`config.mk`:
```
export PLATFORM = sky130hd
export DESIGN_NAME = packet_validate_store_aggregate_unit
export DESIGN_NICKNAME = d
export VERILOG_FILES = /design/src/design/pvsa_pkg.sv /design/src/design/packet_validate_store_aggregate_unit.sv
export SDC_FILE = /design/constraint.sdc
export NUM_CORES = 1
export LEC_CHECK = 0
export BUFFER_PORTS_ARGS = -buffer_cell sky130_fd_sc_hd__buf_2
export CORE_MARGIN = 1
export CORE_UTILIZATION = 38
export DETAILED_ROUTE_END_ITERATION = 6
export GPL_TIMING_DRIVEN = 0
export PLACE_DENSITY_LB_ADDON = 0.15
export SYNTH_ARGS = -nofsm -noshare
export SYNTH_HDL_FRONTEND = slang
export SYNTH_SLANG_ARGS = --single-unit
```
`constraint.sdc`:
```
create_clock -name clk -period 7.77 [get_ports clk]
set_input_delay 0 -clock clk [delete_from_list [all_inputs] [get_ports clk]]
set_output_delay 0 -clock clk [all_outputs]
set_load 0.1 [all_outputs]
```
`src/design/pvsa_pkg.sv`:
```
// Shared types and constants of the packet validate, store and aggregate unit.
package pvsa_pkg;

	typedef enum logic [2:0] {
		OC_ACCEPT    = 3'd0,
		OC_BAD_MAGIC = 3'd1,
		OC_BAD_LEN   = 3'd2,
		OC_BAD_CHAN  = 3'd3,
		OC_BAD_CHECK = 3'd4,
		OC_NO_SPACE  = 3'd5
	} outcome_t;

	localparam int NUM_OUTCOMES = 6;

	localparam logic [0:0] REQ_SUBMIT = 1'b0;
	localparam logic [0:0] REQ_READ   = 1'b1;

	localparam logic [7:0] CFG_MAGIC       = 8'd0;
	localparam logic [7:0] CFG_MIN_LEN     = 8'd1;
	localparam logic [7:0] CFG_MAX_LEN     = 8'd2;
	localparam logic [7:0] CFG_STORE_LIMIT = 8'd3;

	localparam logic [7:0] MAGIC_RST       = 8'h4D;
	localparam logic [7:0] MIN_LEN_RST     = 8'd4;
	localparam logic [7:0] MAX_LEN_RST     = 8'd64;
	localparam logic [5:0] STORE_LIMIT_RST = 6'd24;

	localparam logic [20:0] SUM_MAX   = 21'h1FFFFF;
	localparam logic [5:0]  CNT_MAX   = 6'h3F;
	localparam logic [15:0] TALLY_MAX = 16'hFFFF;

	typedef struct packed {
		logic [0:0]  req_type;
		logic [7:0]  magic;
		logic [7:0]  chan;
		logic [7:0]  len;
		logic [7:0]  crc;
		logic [15:0] value;
		logic [4:0]  read_index;
	} req_t;

	typedef struct packed {
		outcome_t    outcome;
		logic [4:0]  slot;
		logic [5:0]  fill_level;
		logic [20:0] channel_total;
		logic [5:0]  channel_count;
		logic [15:0] outcome_total;
		logic [1:0]  entry_chan;
		logic [15:0] entry_value;
	} rsp_t;

endpackage

```
`src/design/packet_validate_store_aggregate_unit.sv`:
```
// Top level of the packet validate, store and aggregate unit.
//
// Request channel: a word on req is taken at a rising edge with start high and busy
// low. A submit word is checked (signature, length window, channel, check byte,
// store space) and, if good, appended to the store and added to its channel totals.
// A read word returns the stored entry at read_index, or zeros past the fill level.
// Every word gives one result word on result, marked by done for one cycle, via the
// input and result registers. The receiver cannot stall; results are never held.
// A word can be taken on every cycle in which busy is low: one word per cycle, set
// by the single pass from the input register through the check logic into the
// result register, with the store and channel totals updated in that same pass.
// Busy is high only in a cycle where a register write is taken.
// Register channel: cfg_index and cfg_data, written when cfg_valid and cfg_ready
// are high; cfg_ready is low while a word is in the input register. Writes to
// indexes beyond the register list are taken and ignored.
// Reset clears the registers to their defaults, empties the store, zeroes the
// channel totals and the outcome tallies, and drops any word in flight.
module packet_validate_store_aggregate_unit #(
	parameter int STORE_DEPTH  = 32,
	parameter int NUM_CHANNELS = 4,
	parameter int VALUE_BITS   = 16
) (
	input  logic          clk,
	input  logic          arst_n,
	input  logic          start,
	output logic          busy,
	input  pvsa_pkg::req_t req,
	input  logic          cfg_valid,
	output logic          cfg_ready,
	input  logic [7:0]    cfg_index,
	input  logic [7:0]    cfg_data,
	output logic          done,
	output pvsa_pkg::rsp_t result
);

	localparam int AW  = (STORE_DEPTH > 1) ? $clog2(STORE_DEPTH) : 1;
	localparam int CW  = $clog2(STORE_DEPTH + 1);
	localparam int MW  = (CW > 6) ? CW : 6;
	localparam int CHW = (NUM_CHANNELS > 1) ? $clog2(NUM_CHANNELS) : 1;
	localparam int VW  = (VALUE_BITS < 16) ? VALUE_BITS : 16;
	localparam int EW  = 2 + VW;

	logic [7:0] magic_value_q;
	logic [7:0] min_len_q;
	logic [7:0] max_len_q;
	logic [5:0] store_limit_q;

	logic           valid_s1;
	pvsa_pkg::req_t req_s1;

	logic [CW-1:0] count_q;
	logic [20:0]   sum_q   [NUM_CHANNELS];
	logic [5:0]    cnt_q   [NUM_CHANNELS];
	logic [15:0]   tally_q [pvsa_pkg::NUM_OUTCOMES];

	logic [EW-1:0] store_mem [STORE_DEPTH];
	logic [EW-1:0] rd_q;
	logic          rd_ok_q;

	logic           done_q;
	pvsa_pkg::rsp_t rsp_q;

	logic              take_item;
	logic              take_cfg;
	logic              ch_ok;
	logic              len_ok;
	logic [CHW-1:0]    ch_idx;
	logic [VW-1:0]     val;
	logic [7:0]        check;
	logic [MW-1:0]     count_ext;
	logic [MW-1:0]     count_inc;
	logic [MW-1:0]     limit_ext;
	logic [MW+4:0]     ridx_ext;
	logic [AW-1:0]     rd_addr;
	logic              rd_ok;
	pvsa_pkg::outcome_t oc;
	logic              take;
	logic              tally_upd;
	logic [20:0]       sum_sel;
	logic [21:0]       sum_add;
	logic [20:0]       sum_new;
	logic [5:0]        cnt_sel;
	logic [5:0]        cnt_new;
	logic [15:0]       tally_sel;
	logic [15:0]       tally_new;
	pvsa_pkg::rsp_t    rsp_d;

	assign cfg_ready = ~valid_s1;
	assign take_cfg  = cfg_valid & cfg_ready;
	assign busy      = take_cfg;
	assign take_item = start & ~busy;

	always_comb begin
		ch_ok     = {1'b0, req_s1.chan} < 9'(NUM_CHANNELS);
		len_ok    = (req_s1.len >= min_len_q) && (req_s1.len <= max_len_q);
		ch_idx    = req_s1.chan[CHW-1:0];
		val       = req_s1.value[VW-1:0];
		check     = req_s1.magic ^ req_s1.chan ^ req_s1.len;
		count_ext = MW'(count_q);
		count_inc = count_ext + MW'(1);
		limit_ext = (MW'(store_limit_q) > MW'(STORE_DEPTH)) ? MW'(STORE_DEPTH)
			: MW'(store_limit_q);
		ridx_ext  = (MW + 5)'(req_s1.read_index);
		rd_addr   = ridx_ext[AW-1:0];
		rd_ok     = (req_s1.req_type == pvsa_pkg::REQ_READ) &&
			(ridx_ext[MW-1:0] < count_ext);

		priority if (req_s1.magic != magic_value_q) begin
			oc = pvsa_pkg::OC_BAD_MAGIC;
		end else if (!len_ok) begin
			oc = pvsa_pkg::OC_BAD_LEN;
		end else if (!ch_ok) begin
			oc = pvsa_pkg::OC_BAD_CHAN;
		end else if (req_s1.crc != check) begin
			oc = pvsa_pkg::OC_BAD_CHECK;
		end else if (count_ext >= limit_ext) begin
			oc = pvsa_pkg::OC_NO_SPACE;
		end else begin
			oc = pvsa_pkg::OC_ACCEPT;
		end

		tally_upd = valid_s1 && (req_s1.req_type == pvsa_pkg::REQ_SUBMIT);
		take      = tally_upd && (oc == pvsa_pkg::OC_ACCEPT);

		sum_sel = sum_q[ch_idx];
		sum_add = {1'b0, sum_sel} + 22'(val);
		sum_new = sum_add[21] ? pvsa_pkg::SUM_MAX : sum_add[20:0];
		cnt_sel = cnt_q[ch_idx];
		cnt_new = (cnt_sel == pvsa_pkg::CNT_MAX) ? cnt_sel : cnt_sel + 6'd1;
		tally_sel = tally_q[oc];
		tally_new = (tally_sel == pvsa_pkg::TALLY_MAX) ? tally_sel : tally_sel + 16'd1;

		rsp_d = '0;
		if (req_s1.req_type == pvsa_pkg::REQ_READ) begin
			rsp_d.outcome    = pvsa_pkg::OC_ACCEPT;
			rsp_d.fill_level = count_ext[5:0];
		end else begin
			rsp_d.outcome       = oc;
			rsp_d.outcome_total = tally_new;
			if (take) begin
				rsp_d.slot          = count_ext[4:0];
				rsp_d.fill_level    = count_inc[5:0];
				rsp_d.channel_total = sum_new;
				rsp_d.channel_count = cnt_new;
			end else begin
				rsp_d.fill_level = count_ext[5:0];
			end
		end
	end

	always_ff @(posedge clk or negedge arst_n) begin
		if (!arst_n) begin
			magic_value_q <= pvsa_pkg::MAGIC_RST;
			min_len_q     <= pvsa_pkg::MIN_LEN_RST;
			max_len_q     <= pvsa_pkg::MAX_LEN_RST;
			store_limit_q <= pvsa_pkg::STORE_LIMIT_RST;
		end else if (take_cfg) begin
			unique case (cfg_index)
				pvsa_pkg::CFG_MAGIC:       magic_value_q <= cfg_data;
				pvsa_pkg::CFG_MIN_LEN:     min_len_q     <= cfg_data;
				pvsa_pkg::CFG_MAX_LEN:     max_len_q     <= cfg_data;
				pvsa_pkg::CFG_STORE_LIMIT: store_limit_q <= cfg_data[5:0];
				default: begin
				end
			endcase
		end
	end

	always_ff @(posedge clk or negedge arst_n) begin
		if (!arst_n) begin
			valid_s1 <= 1'b0;
			done_q   <= 1'b0;
			count_q  <= '0;
			for (int i = 0; i < NUM_CHANNELS; i++) begin
				sum_q[i] <= '0;
				cnt_q[i] <= '0;
			end
			for (int i = 0; i < pvsa_pkg::NUM_OUTCOMES; i++) begin
				tally_q[i] <= '0;
			end
		end else begin
			valid_s1 <= take_item;
			done_q   <= valid_s1;
			if (tally_upd) begin
				tally_q[oc] <= tally_new;
			end
			if (take) begin
				count_q         <= count_inc[CW-1:0];
				sum_q[ch_idx]   <= sum_new;
				cnt_q[ch_idx]   <= cnt_new;
			end
		end
	end

	always_ff @(posedge clk) begin
		if (take_item) begin
			req_s1 <= req;
		end
		rsp_q   <= rsp_d;
		rd_ok_q <= rd_ok;
		rd_q    <= store_mem[rd_addr];
		if (take) begin
			store_mem[count_q[AW-1:0]] <= {req_s1.chan[1:0], val};
		end
	end

	always_comb begin
		result = rsp_q;
		if (rd_ok_q) begin
			result.entry_chan  = rd_q[EW-1:EW-2];
			result.entry_value = 16'(rd_q[VW-1:0]);
		end
	end

	assign done = done_q;

endmodule

```
==> results by group <==
Power and ir drop
  • Max VDD drop: roughly 0.2 mV
  • Power per cell area: 246 nW/um2
  • Tot Pwr: 11.4 mW
  • Leak pwr: 16.8 nW

Logic synthesis
  • Combinational family with the most area after synthesis: multiplexers
  • Yosys reg bits: 948
  • Main synth FF type: edfxtp_1
  • Syn Area/Cell: 16.0 um2
  • Mux cell area share after synthesis: 0.143
  • Async set or reset register ratio after synthesis: 0.255
  • Cell type with the highest aggregate area in the netlist: edfxtp_1
  • Simple-gate area share of the yosys netlist: 0.0639
  • Synth top area cells: edfxtp_1 (49%), dfrtp_1 (15%), mux4_2 (12%)
  • Post-synthesis instance total: 2,405
  • EDFF count, synth: 630
  • Post-synth top area share: 0.493
  • Post-synthesis adder-cell area fraction: 0.0165
  • Post-synthesis sequential area ratio: 0.690
  • XOR/XNOR Fraction of Synth Area: 0.0143
  • Area of the mapped netlist: just under 40,000 um2
  • Netlist cell types: 68
  • Post-synthesis compound-gate area fraction: 0.0566
  • YS warnings: 0
  • Mapped Nets: 2,529

GRT
  • Initial antenna violation count: 1
  • Gr ovfl total: 0
  • GR peak layer: met2
  • First-pass GRT wire length: 155 mm
  • Global Route met3 Usage: 0.0312
  • GR Util All Layers: 0.206
  • GR Util met2: 0.335
  • Met1 Usage GRT: 0.288
  • Largest net degree at the start of global routing: 126
  • Number of global-route vias before repair: 23,474

Clock network
  • Clock sink count: roughly 950
  • # H-tree levels: 3
  • CTS tree: yes
  • CTS clk-pin slew, worst paths: 0.06 ns
  • Worst-skew pair later-pin latency: 0.69 ns
  • Clock root buffer: clkbuf_16
  • TritonCTS buffer count: around 100
  • Longest Clk Path Bufs: 3

Timing
  • Fin crit share: 0.950
  • RSZ-0062 raised after global routing: no
  • Final setup violation count: 0
  • Slew HR: 0.0124
  • Fmax: 0.135 GHz
  • Layout Skew: 0.0364 ns
  • Worst-Margin Slew: roughly 1.5 ns
  • Final Max Tran Viols: 0
  • Sum Neg Setup Slack: 0 ns
  • Min cycle time layout: 7.38 ns
  • Final hold violation count: 0

Floorplanning
  • CORE AREA: between 100,000 and 150,000 um2
  • # rows: 116
  • Initial core utilization: 0.383
  • Die area: 102,000 um2
  • I/O Pins: 152
  • Die width: between 300 and 400 um
  • Die Y-Extent: 320 um

Drt
  • Wire per inst: 25.0 um
  • Detailed Routing Iterations Pass 1: 5
  • Vias per inst: 5.40
  • Residual DRC: 0
  • DRT iter0 DRCs: 2,202
  • Vias: about 23,000
  • Antenna Nets Post-Route: 0
  • Final WL: 104 mm

Layout
  • P&R area growth vs syn: 19.9%
  • Most frequent cells in the layout: edfxtp_1 (630), nand2_1 (237), dfrtp_1 (234)
  • Design Area, Final: 46,100 um2
  • Final Util: 0.460
  • Commonest non-fill, non-tap cell in the layout: edfxtp_1
  • Post-route non-filler standard cell count: 4,178
  • Nets: 2,910
  • Layout cells sized above 1: 0.241

Run status
  • Status: completed

Placed design
  • Post-DP HPWL: just over 70 mm
  • Placed Cells incl. Taps: 3,894
  • Area after DPL: 41,600 um2
  • Final GP Congestion: around 0.89
  • # port buffers: 151

Setup path
  • Arr. time, crit path: 7.91 ns
  • Kind of critical path: flop to flop
  • Critical Path Fanout Max: 19
  • Data required time of the worst path: 8.30 ns
  • Type of origin of the critical path: flop
  • Setup crit end kind: flop

Job
  • Maxcap violations: 0

Worst hold path
  • Worst min path class: input pin to flop
==> through the flow <==
| stage | hold slack [ns] | worst slack, ns |
|---|---|---|
| 2_1_floorplan | -0.296 | 2.48 |
| 3_3_place_gp | 0.178 | 0.129 |
| 3_5_place_dp | 0.117 | 0.178 |
| 4_1_cts | 0.00155 | 0.161 |
| 5_1_grt | 0.0387 | 0.0722 |
| 6_report | 0.0413 | 0.386 |
==> cells in the mapped netlist, drive strengths merged (4+ instances only) <==
master,n
a21boi,11
nand4,15
dfxtp,76
and2,25
nand3,28
mux4,207
or3,13
or4,6
dfrtp,234
a21oi,57
mux2,53
o21ai,177
nor2b,5
o21a,8
edfxtp,630
a211oi,13
a21o,13
nand2,238
nor4,12
o211ai,4
buf,26
nor3,18
clkbuf,88
a31o,5
a221o,4
dfstp,8
inv,33
and3,13
xnor2,36
o31ai,21
nand2b,12
mux2i,24
xor2,26
nor2,161
ha,49
a31oi,23
==> flip-flops by register name (all words and copies together) (netlist names), 8 cells and up <==
register       flops
val               16
rd_q              18
result            57
max_len_q          8
sum_q             84
store_mem        576
req_s1            31
magic_value_q      8
cnt_q             24
min_len_q          8
tally_q           96
==> path summary, 6_finish.rpt <==
check                                         from                       to  slack [ns]  cells after the start
min in group asynchronous                   arst_n  tally_q[63]$_DFFE_PN0P_        0.57                      4
max in group asynchronous                   arst_n    sum_q[32]$_DFFE_PN0P_        6.05                      5
min reg2reg                tally_q[48]$_DFFE_PN0P_  tally_q[48]$_DFFE_PN0P_        0.47                      2
min                                        req[30]     req_s1[30]$_DFFE_PP_        0.04                      2
max reg2reg                    ch_idx[1]$_DFFE_PP_    sum_q[79]$_DFFE_PN0P_        0.39                     18
max                            ch_idx[1]$_DFFE_PP_    sum_q[79]$_DFFE_PN0P_        0.39                     18
==> where the power goes <==
| part | switching [mW] | internal, mW | total (mW) |
|---|---|---|---|
| Clock | 2.06 | 2.99 | 5.05 |
| Combinational | 0.499 | 0.262 | 0.761 |
| Sequential | 0.0807 | 5.46 | 5.54 |
==> worst max-delay path, cell delays in order (launching register included) <==
cell and delay (ns):
edfxtp_1 0.84, buf_4 0.39, clkbuf_1 0.48, buf_1 0.57
buf_1 0.67, mux4_2 0.42, ha_1 0.34, and2_1 0.22
a221o_1 0.35, nand2_1 0.08, o21ai_0 0.11, o41a_1 0.37
o21a_1 0.20, a31o_2 0.29, a21oi_1 0.54, nor2_1 0.33
clkbuf_1 0.39, nor2_1 0.46, o21ai_0 0.17
==> area by class of cell <==
| cell class | instances | area (um2) |
|---|---|---|
| diodes | 3 | 7.51 |
| plain buffers | 114 | 463 |
| clock buffers | 144 | 3050 |
| clock inverters | 53 | 520 |
| fillers | 8740 | 54100 |
| inverters | 33 | 124 |
| multi-input cells | 1310 | 11400 |
| flip-flops and latches | 948 | 26500 |
| well taps | 1298 | 1620 |
| repair buffers | 275 | 2350 |
==> cell families after synthesis <==
logic type | count (synthesis)
adder cells (fa/ha/maj) | 50
AO/OA/AOI/OAI | 360
AND/OR/NAND/NOR | 554
flip-flops | 948
buffers and inverters | 147
multiplexers | 284
XOR/XNOR | 62
==> layer usage <==
metal / part of all wire / vias up
met5: 0 / -
met3: 0.051 / 139
li1: - / 10016
met2: 0.48 / 657
met1: 0.44 / 11761
met4: 0.024 / 0
==> what timing repair did <==
item                                   in CTS  in global routing
resized for setup                           0                  0
setup endpoints to repair                   0                 62
hold buffers                               79                  0
endpoints found under the hold margin     229                  0
buffers inserted                            0                  2
(Power assumes the default switching activity.)
